<file path="src/rtl/core/bandit_index_calibration_sweep_top_macros.svh">
// Assertion macros for the bandit index calibration block.
// Uses the clk and rst_n names of the module that includes this header.
`ifndef BANDIT_INDEX_CALIBRATION_SWEEP_TOP_MACROS_SVH
`define BANDIT_INDEX_CALIBRATION_SWEEP_TOP_MACROS_SVH

// Same-cycle implication, checked outside reset.
`define BIC_CHECK_IMP(lbl, ante, cons, msg) \
  lbl: assert property (@(posedge clk) disable iff (!rst_n) (ante) |-> (cons)) \
    else $error(msg);

// Next-cycle implication, checked outside reset.
`define BIC_CHECK_NXT(lbl, ante, cons, msg) \
  lbl: assert property (@(posedge clk) disable iff (!rst_n) (ante) |=> (cons)) \
    else $error(msg);

`endif

</file>
<file path="src/rtl/core/bic_pkg.sv">
// Shared types and constants of the bandit index calibration block.
// No dependencies; used by the interfaces, the divider and the top level.
package bic_pkg;

  localparam int HZ_W       = 8;
  localparam int PROB_W     = 20;
  localparam int CNT_W      = 7;
  localparam int VAL_W      = 32;
  localparam int CFG_IDX_W  = 2;
  localparam int CFG_DATA_W = 20;

  localparam logic [CFG_IDX_W-1:0] CFG_HORIZON  = 2'd0;
  localparam logic [CFG_IDX_W-1:0] CFG_DISCOUNT = 2'd1;
  localparam logic [CFG_IDX_W-1:0] CFG_STEP     = 2'd2;

  localparam logic [HZ_W-1:0]   HORIZON_RST  = 8'd128;
  localparam logic [PROB_W-1:0] DISCOUNT_RST = 20'd996147;
  localparam logic [PROB_W-1:0] STEP_RST     = 20'd105;

  // Divider: dividend holds up to s*(2^20+b1)+f*b2, divisor up to 2^20.
  localparam int DIV_DW = 44;
  localparam int DIV_VW = 21;
  localparam int DIV_CW = 6;
  localparam logic [DIV_VW-1:0] FRAC_ONE = 21'h100000;

  localparam int MUL_AW = 33;
  localparam int MUL_BW = 20;
  localparam int PROD_W = MUL_AW + MUL_BW;

  typedef enum logic [4:0] {
    ST_CLEAR, ST_IDLE, ST_SWP, ST_SAFE_W, ST_Q0, ST_Q0_W, ST_TERM,
    ST_RA, ST_RB, ST_RC, ST_RD, ST_RE, ST_RF, ST_DIV, ST_UPD,
    ST_RDCHK, ST_RDW, ST_DONE
  } bic_state_t;

  typedef struct packed {
    logic busy;
    logic done;
  } bic_div_sts_t;

  function automatic logic [VAL_W-1:0] sat32(input logic [DIV_DW-1:0] q);
    logic [VAL_W-1:0] r;
    r = (|q[DIV_DW-1:VAL_W]) ? {VAL_W{1'b1}} : q[VAL_W-1:0];
    return r;
  endfunction

endpackage

</file>
<file path="src/rtl/core/bic_div.sv">
// Bit-serial restoring divider, one quotient bit per cycle.
// Depends on bic_pkg for widths and the status struct.
module bic_div (
  input  logic                          clk,
  input  logic                          rst_n,
  input  logic                          start,
  input  logic [bic_pkg::DIV_DW-1:0]    dividend,
  input  logic [bic_pkg::DIV_VW-1:0]    divisor,
  output bic_pkg::bic_div_sts_t         sts,
  output logic [bic_pkg::DIV_DW-1:0]    quotient,
  output logic [bic_pkg::DIV_VW-1:0]    remainder
);
  import bic_pkg::*;

  logic [DIV_DW-1:0] quo_r;
  logic [DIV_VW-1:0] rem_r, dvs_r, rem_nxt;
  logic [DIV_CW-1:0] cnt_r;
  logic              busy_r, done_r, ge;
  logic [DIV_VW:0]   trial, diff;

  always_comb begin
    trial   = {rem_r, quo_r[DIV_DW-1]};
    diff    = trial - {1'b0, dvs_r};
    ge      = trial >= {1'b0, dvs_r};
    rem_nxt = ge ? diff[DIV_VW-1:0] : trial[DIV_VW-1:0];
  end

  always_ff @(posedge clk) begin
    if (!rst_n) begin
      busy_r <= 1'b0;
      done_r <= 1'b0;
      cnt_r  <= '0;
    end else begin
      done_r <= 1'b0;
      if (start) begin
        busy_r <= 1'b1;
        cnt_r  <= '0;
      end else if (busy_r) begin
        cnt_r <= cnt_r + DIV_CW'(1);
        if (cnt_r == DIV_CW'(DIV_DW - 1)) begin
          busy_r <= 1'b0;
          done_r <= 1'b1;
        end
      end
    end
  end

  always_ff @(posedge clk) begin
    if (start) begin
      quo_r <= dividend;
      rem_r <= '0;
      dvs_r <= divisor;
    end else if (busy_r) begin
      quo_r <= {quo_r[DIV_DW-2:0], ge};
      rem_r <= rem_nxt;
    end
  end

  assign sts.busy  = busy_r;
  assign sts.done  = done_r;
  assign quotient  = quo_r;
  assign remainder = rem_r;

endmodule

</file>
<file path="config.mk">
export PLATFORM = sky130hd
export DESIGN_NAME = bic_div
export DESIGN_NICKNAME = d
export VERILOG_FILES = /design/src/rtl/core/bandit_index_calibration_sweep_top_macros.svh /design/src/rtl/core/bic_pkg.sv /design/src/rtl/core/bic_div.sv
export SDC_FILE = /design/constraint.sdc
export NUM_CORES = 1
export LEC_CHECK = 0
export ABC_AREA = 1
export BUFFER_PORTS_ARGS = -buffer_cell sky130_fd_sc_hd__buf_2
export CORE_UTILIZATION = 58
export CTS_CLUSTER_DIAMETER = 200
export DETAILED_ROUTE_END_ITERATION = 7
export PLACE_DENSITY = 0.92
export SLEW_MARGIN = 20
export SYNTH_ARGS = -nofsm -noshare
export SYNTH_HDL_FRONTEND = slang
export SYNTH_SLANG_ARGS = --single-unit
</file>
<file path="constraint.sdc">
create_clock -name clk -period 4.4 [get_ports clk]
set_input_delay 1.32 -clock clk [delete_from_list [all_inputs] [get_ports clk]]
set_output_delay 1.32 -clock clk [all_outputs]
set_load 0.02 [all_outputs]
</file>
=== After elaboration in Yosys (flattened, before gate mapping) ===
Cells that the tools add are included.

* Input bits: 68
* Bits in registers: 94
* Word-level logic and storage cells: 22
* Output and inout bits: 67

* Eq/ne operators: 1
* Muxes and demuxes: 7
* Magnitude comparators: 1
* Add/subtract/negate cells: 2
* Bitwise logic cells: 2
* Reductions and logical operators: 3

{| class="wikitable"
|+ Operator list
! operator !! count
|-
| 44-bit 2-to-1 mux || 2
|-
| 22-bit by 21-bit greater-or-equal comparator with 1-bit output || 1
|-
| 21-bit 2-to-1 mux || 1
|-
| 21-bit subtractor || 1
|-
| 6-bit by 1-bit adder with 6-bit output, second input constant || 1
|-
| 6-bit == test, second input constant || 1
|-
| 1-bit 2-to-1 mux || 4
|-
| 3-bit OR reduction || 1
|-
| 1-bit inverter || 2
|-
| 2-bit nonzero test || 1
|-
| 2-bit OR reduction || 1
|}

=== Logic depth before layout (Yosys ltp) ===
Gate-level depths: netlist of the first run.

* Word-level depth: 4
* Mapped depth: 15
* Gate-level depth less buffers: 14

=== Worst setup path before layout of the first run ===
No wires, ideal clock.

* Path kind: in2reg
* Start: input port start
* End: register quo_r[0], in the netlist quotient[0], enable pin
* Required time: 4.017 ns
* Cell stages on the path: 2
* Setup time: 0.383 ns
* Buffers on the path: 0
* Data arrival time: 1.972 ns
* Setup slack: 2.046 ns
* Cells stage by stage: nor2_1 -> inv_2

* Word-level cells in the longest chain between the ends: 1

{| class="wikitable"
|+ RTL lines
! what !! RTL line !! text
|-
| start: declaration || bic_div.sv:6 || <nowiki>input logic start,</nowiki>
|-
| 2-bit nonzero test (no source line) || -- ||
|-
| end signal: assignment || bic_div.sv:50 || <nowiki>quo_r <= dividend;</nowiki>
|-
| end signal: assignment || bic_div.sv:54 || <nowiki>quo_r <= {quo_r[DIV_DW-2:0], ge};</nowiki>
|-
| end: declaration || bic_div.sv:15 || <nowiki>logic [DIV_DW-1:0] quo_r;</nowiki>
|}

No other way between the ends.
A chain may end at the register's enable or synchronous reset.

=== Worst setup path after layout of the first run ===
* Start: register rem_r[6], in the netlist remainder[6]
* End: register rem_r[14], in the netlist remainder[14]

* Word-level cells in the longest chain between the ends: 2
* Elaborated cells between the ends (all ways): 3
* Those cells by class: add/sub: 1; order compare: 1; mux: 1

{| class="wikitable"
|+ RTL lines
! what !! RTL line !! text
|-
| start: declaration || bic_div.sv:16 || <nowiki>logic [DIV_VW-1:0] rem_r, dvs_r, rem_nxt;</nowiki>
|-
| start signal: assignment || bic_div.sv:55 || <nowiki>rem_r <= rem_nxt;</nowiki>
|-
| 21-bit subtractor / 22-bit by 21-bit greater-or-equal comparator with 1-bit output (equally long branches) || bic_div.sv:23, bic_div.sv:24 ||
|-
| 21-bit 2-to-1 mux * || bic_div.sv:25 || <nowiki>rem_nxt = ge ? diff[DIV_VW-1:0] : trial[DIV_VW-1:0];</nowiki>
|}

Every way passes the cells marked *; elsewhere a longest branch is shown, timed or not.

==> results of run 1 <==
==> worst min path at each step <==
stage                                to  cells past startpoint     startpoint
after floorplan                cnt_r[1]                      2       cnt_r[1]
after global placement         cnt_r[1]                      2       cnt_r[1]
after detailed placement  remainder[16]                      2  remainder[16]
after CTS                 remainder[16]                      2  remainder[16]
after global routing      remainder[12]                      2  remainder[12]
final                     remainder[16]                      2  remainder[16]
==> registers in the layout, summed over array words and instances, names as in the netlist <==
name       count
quotient      44
done_r         1
busy_r         1
cnt_r          6
dvs_r         21
remainder     21
==> synth_stat cells, types with 2 or more instances <==
cell      count  share of area [%]
nand3b_1     11                1.5
nor2_1       35                2.4
nand3_1      51                4.6
nand2_4       2               0.41
nor2_2        4               0.46
ha_1         22                5.0
buf_6         3               0.61
xnor2_1       7                1.1
nand2_2       5               0.57
nor3_1        7               0.64
edfxtp_1     65                 36
nand2_1     300                 21
inv_1       102                7.0
a21oi_1      16                1.5
nand4_1       3               0.34
buf_1         3               0.20
o21ai_1       7               0.64
clkbuf_1      7               0.48
nor3b_1       3               0.41
buf_4         4               0.55
nand3_2      14                2.6
dfxtp_1      29                 11
inv_2         3               0.20
==> routing by layer <==
| metal | routed length (microns) | track usage (%) | up-vias |
|---|---|---|---|
| met3 | 1020 | 5.48 | 22 |
| met2 | 6020 | 46.1 | 221 |
| met4 | 199 | 7.01 | 0 |
| li1 | - | - | 2500 |
| met5 | 0 | 0 | - |
| met1 | 5380 | 34.5 | 2182 |
==> layout by cell type (no fill, tap or decap), types with 2 or more instances in the layout <==
cell type  count
nor2_1        34
nand2_1      300
ha_1          22
clkinv_4       2
inv_1        102
nand3_1       51
nand2_4        2
buf_4          5
xnor2_1        7
nand2_2        5
a21oi_1       16
nor3b_1        3
nor3_1         7
nand3b_1      11
dfxtp_1       29
o21ai_1        7
inv_8          2
inv_2          3
buf_2        134
nand4_1        3
nand3_2       14
nor2_2         5
clkbuf_8       9
edfxtp_1      65
inv_6          2
==> logic make-up after synthesis <==
| logic type | count (synthesis) | share of synthesized area [%] |
|---|---|---|
| buffers and inverters | 125 | 9.80 |
| adder cells (fa/ha/maj) | 23 | 5.38 |
| AND/OR/NAND/NOR | 436 | 34.5 |
| flip-flops | 94 | 46.1 |
| AO/OA/AOI/OAI | 29 | 2.92 |
| XOR/XNOR | 8 | 1.28 |
==> power groups by stage <==
stage	logic (mW)	registers [mW]	clock network, mW
finish	0.310	1.05	0.555
floorplan	0.145	1.12	0
detailed placement	0.311	1.07	0
global route	0.345	1.06	0.592
global placement	0.303	1.07	0
CTS	0.311	1.05	0.561
==> critical path, cell delays in order (launching register included) <==
cell and delay [ns]:
dfxtp_1 0.35, ha_1 0.36, nand2_1 0.17, nor2_1 0.11, inv_1 0.07, nor2_1 0.04
nand2_1 0.06, nand2_1 0.06, nor2_2 0.52, buf_4 0.31, nand2_4 0.21, nand3_2 0.13
nand3_1 0.09, nand2_1 0.07
==> stage by stage <==
stage / cells / worst slack (ns) / hold slack, ns / power [mW] / utilization [%]
after floorplan: 715 / 2.05 / 0.457 / 1.26 / -
after CTS: 961 / 1.53 / 0.493 / 1.92 / 69.4
after global routing: 961 / 1.61 / 0.514 / 1.99 / 69.4
after detailed placement: 945 / 1.16 / 0.477 / 1.38 / 67.4
final: 961 / 1.80 / 0.492 / 1.91 / 69.4
after global placement: 945 / 1.13 / 0.470 / 1.37 / 67.4
==> area by class of cell <==
class | instances | share of cell area (%)
sequential | 94 | 39.7
multi-input combinational | 496 | 38.0
timing repair buffer | 139 | 11.1
inverter | 105 | 6.17
tap | 111 | 2.18
clock buffer | 9 | 1.94
clock inverter | 7 | 0.980
==> out/summary.txt, run 1 <==
status - complete, no violations
clock slew at reported path FFs - 0.09 ns
post-synthesis instance total - 715
Max Fanout on Critical Path - 20
share of layout cells above drive strength 1 - 21.8%
Multi-input gate area - 0.00242 sq mm
LEAKAGE - 3.45 nW
crit path capture - remainder[14]
setup repair bufs after CTS - 0
CP arrival - 2.90 ns
synthesized area - 0.00549 sq mm
First-pass DRT Iterations - 5
initial antenna violation count - 0
Area growth syn-to-layout - 16.2%
Hold Violations, Final - 0
Final Critical Period - 2.60 ns
clk_lat worst skew - 0.37 ns
FF+latch count, synth - 94
setup TNS - 0 ns
worst reg2reg setup slack - 1.80 ns
DR iter-0 viols - 282
Slew Limit Fails - 0
clock power share - 29.0%
I/O pin count - 135
die area - 0.00986 sq mm
core area - 0.00920 sq mm
Chip Width - 99.3 microns
# diodes - 0
GRT overflow - 0
Register Area - 0.00253 sq mm
Max Clock Freq - 0.385 GHz
RSZ-0062 raised after global routing - no
Worst Reg-to-Reg Cells - 13
Yosys warnings - 0
H-tree depth - 3
Fin Clk Skew - 0.0138 ns
# hold bufs at CTS - 0
# fillers - 741
Main synth FF type - edfxtp_1
largest net degree at the start of global routing - 67
RePlAce Congestion - 0.918
syn avg cell area - 7.68 sq um
pwr dens - 300 mW/mm^2
Combinational Power Share - 16.2%
reg-to-reg critical path startpoint - remainder[6]
post-synthesis async set-or-reset flop share - 0%
Buffers on Ports - 134
Design Area, Final - 0.00638 sq mm
Worst Setup SP - remainder[6]
initial core utilization - 59.7%
worst path required time - 4.70 ns
row count - 35
height of the die - 99.3 microns
CTS Buffer Depth - 2
post-route ant nets - 0
Unique masters post-synth - 35
Overall Global Routing Usage - 26.8%
Post-synth EDFFs - 65
clock sinks - 94
Placement Cell Area - 0.00620 sq mm
Routed WL - 12.6 mm
sequential share of power - 54.8%
WS Path Type - reg2reg
Resize count post-CTS - 0
Nets - 936
drt via density - 5.12
WL per Instance - 13.1 microns
Internal - 1.34 mW
Synth Net Count - 806
DRC viols - 0
HPWL after DPL - 9.44 mm
CTS Root Cell - clkbuf_8
CTS tree - built
Worst Tran Pin Value - 0.753 ns
Final Setup Violations - 0
Hold WC Path Type - reg2reg
crit path launch type - flop
period utilisation layout - 59.0%
Slew headroom - 49.7%
Max-Cap Viols - 0
first-pass GRT wire length - 20.9 mm
CTS Buf Count - 9
RR Endpoint - remainder[14]
Net Sw Frac - 29.9%
Sw Pwr - 572 uW
crit end category - flop
Max rail drop VDD - 214 uV
sequential area share after synthesis - 46.1%
vias - 4925
vias in the first global route - 4557
Power figures use the tool's default switching activity.
==> run 2, diff against run 1 <==
Settings changed: CORE_UTILIZATION 58 to 49, PLACE_DENSITY 0.92 to 0.83.
Clock period 4.4 ns to 2.1 ns, I/O delays scaled along.
==> out/summary.txt, run 2 (synthesized netlist as in run 1, its figures left out) <==
status - complete, no violations
clock slew at reported path FFs - 0.10 ns (about the same)
Chip Width - 108 microns (+8.6%)
First-pass DRT Iterations - 5 (unchanged)
clock sinks - 94 (unchanged)
Final Critical Period - 2.02 ns (-0.573 ns)
Max rail drop VDD - 491 uV (+130%)
core area - 0.0109 sq mm (+18%)
row count - 38 (+8.6%)
Max Clock Freq - 0.494 GHz (+28%)
LEAKAGE - 3.65 nW (+5.9%)
Hold WC Path Type - in2reg
met3 usage - 6.42% (+0.94 points)
DR iter-0 viols - 299 (+6.0%)
RSZ-0062 raised after global routing - yes
met1 global-route usage - 28.7% (-5.7 points)
first-pass GRT wire length - 21.1 mm (+1.1%)
Nets - 965 (+3.1%)
final worst slack - 0.0765 ns (-1.73 ns)
CP Cell Sequence - inv_2 -> ha_4 -> inv_4 -> fa_2 -> nand2_1 -> nand3_2 -> nand2_2 -> nand2_4 -> nand2_8 -> buf_8 -> nand3_1 -> nand2_1 -> inv_1 -> nand2_1 -> nand2_1
I/O pin count - 135 (unchanged)
share of layout cells above drive strength 1 - 27.6% (+5.9 points)
largest delay contributor family on the critical path - simple AND/OR/NAND/NOR gates
# fillers - 886 (+20%)
M2 GR Usage - 40.5% (-5.6 points)
H-tree depth - 3 (unchanged)
vias - 5135 (+4.3%)
CP max stage cell - edfxtp_1
height of the die - 108 microns (+8.6%)
Largest register FFs - 44 (unchanged)
post-route ant nets - 0 (unchanged)
grt peak-use layer - met2
commonest non-fill, non-tap cell in the layout - nand2_1
DRC viols - 0 (unchanged)
drt via density - 5.04 (-1.7%)
CP arrival - 2.31 ns (-0.59 ns)
vias in the first global route - 4632 (+1.6%)
most frequent cells in the layout - nand2_1, buf_2, inv_1, edfxtp_1, nand3_1
clk_lat worst skew - 0.38 ns (about the same)
Worst Tran Pin Value - 0.383 ns (-0.370 ns)
setup TNS - 0 ns (unchanged)
Area growth syn-to-layout - 27.9%
worst path required time - 2.39 ns (-2.31 ns)
period utilisation layout - 96.4% (+37 points)
Overall Global Routing Usage - 23.7% (-3.1 points)
Max-Cap Viols - 0 (unchanged)
Hold Violations, Final - 0 (unchanged)
die area - 0.0116 sq mm (+18%)
initial core utilization - 50.4% (-9.3 points)
largest net degree at the start of global routing - 40 (-40%)
# diodes - 0 (unchanged)
CTS Buf Count - 9 (unchanged)
initial antenna violation count - 0 (unchanged)
crit path launch type - flop
CTS Root Cell - clkbuf_8
Fin Clk Skew - 0.00959 ns (-0.00419 ns)
crit-path max cell delay - 0.41 ns (-0.11 ns)
WS Path Type - reg2reg
GRT overflow - 0 (unchanged)
Max Fanout on Critical Path - 8 (-60%)
CP most frequent cell - nand2_1
Slew Limit Fails - 0 (unchanged)
Final Setup Violations - 0 (unchanged)
# hold bufs at CTS - 0 (unchanged)
crit end category - flop
CTS tree - built
HPWL after DPL - 10.1 mm (+6.8%)
pre-CTS WS - 0.0432 ns (-1.12 ns)
RePlAce Congestion - 0.911 (-0.77%)
Buf+Inv Stages, Crit Path - 4 (+2)
Routed WL - 14.2 mm (+12%)
Slew headroom - 74.5% (+25 points)
Buffers on Ports - 134 (unchanged)
CTS Buffer Depth - 2 (unchanged)
pwr dens - 601 mW/mm^2 (+100%)
post-layout util - 64.5% (-4.9 points)
WL per Instance - 13.9 microns (+5.8%)
## run 2: worst register-to-register path: stages, from the launching register on
cell	delay, ns
edfxtp_1	0.41
inv_2	0.09
ha_4	0.14
inv_4	0.04
fa_2	0.36
nand2_1	0.09
nand3_2	0.08
nand2_2	0.09
nand2_4	0.07
nand2_8	0.16
buf_8	0.15
nand3_1	0.07
nand2_1	0.06
inv_1	0.04
nand2_1	0.05
nand2_1	0.04
## run 2: metrics by stage
| stage | cells | cell area (sq um) | hold slack [ns] | power (mW) |
|---|---|---|---|---|
| after floorplan | 715 | 5500 | 0.457 | 2.65 |
| after global placement | 993 | 6400 | 0.475 | 2.91 |
| after detailed placement | 993 | 6400 | 0.482 | 2.92 |
| after CTS | 1009 | 6610 | 0.401 | 4.17 |
| after global routing | 1019 | 7030 | 0.391 | 4.39 |
| final | 1019 | 7030 | 0.420 | 4.22 |
## run 2: cell type report
type                            count  area, sq um  share of cell area [%]
Clock buffer                       11          141                    2.01
Tap cell                          140          175                    2.49
Clock inverter                      5         63.8                   0.908
Multi-Input combinational cell    497         2700                    38.4
Inverter                          105          397                    5.65
Timing Repair Buffer              167         1020                    14.5
Sequential cell                    94         2530                    36.0
## run 2: metal layers
metal	wire length [microns]	part of all wire (%)
met4	294	2.1
met2	6860	48
met1	5850	41
met5	0	0
met3	1140	8.1
## run 2: worst paths after layout
path,from,endpoint,slack [ns],depth (start not counted)
min,divisor[15],dvs_r[15],0.42,1
max reg2reg,quotient[43],remainder[18],0.08,15
max,quotient[43],remainder[18],0.08,15
min reg2reg,remainder[20],remainder[20],0.49,2
## run 2: what timing repair did
action                                  CTS  global route
endpoints found under the setup margin    0            22
gates resized for setup                   0            54
buffers inserted                          0             7
endpoints found under the hold margin     0             0
## run 2: report_power, final
part | total (mW) | switching, mW | leakage, nW | internal (mW)
Clock | 1.27 | 0.676 | 0.101 | 0.597
Combinational | 0.745 | 0.465 | 2.66 | 0.280
Sequential | 2.20 | 0.0690 | 0.891 | 2.13
Total | 4.22 | 1.21 | 3.65 | 3.01
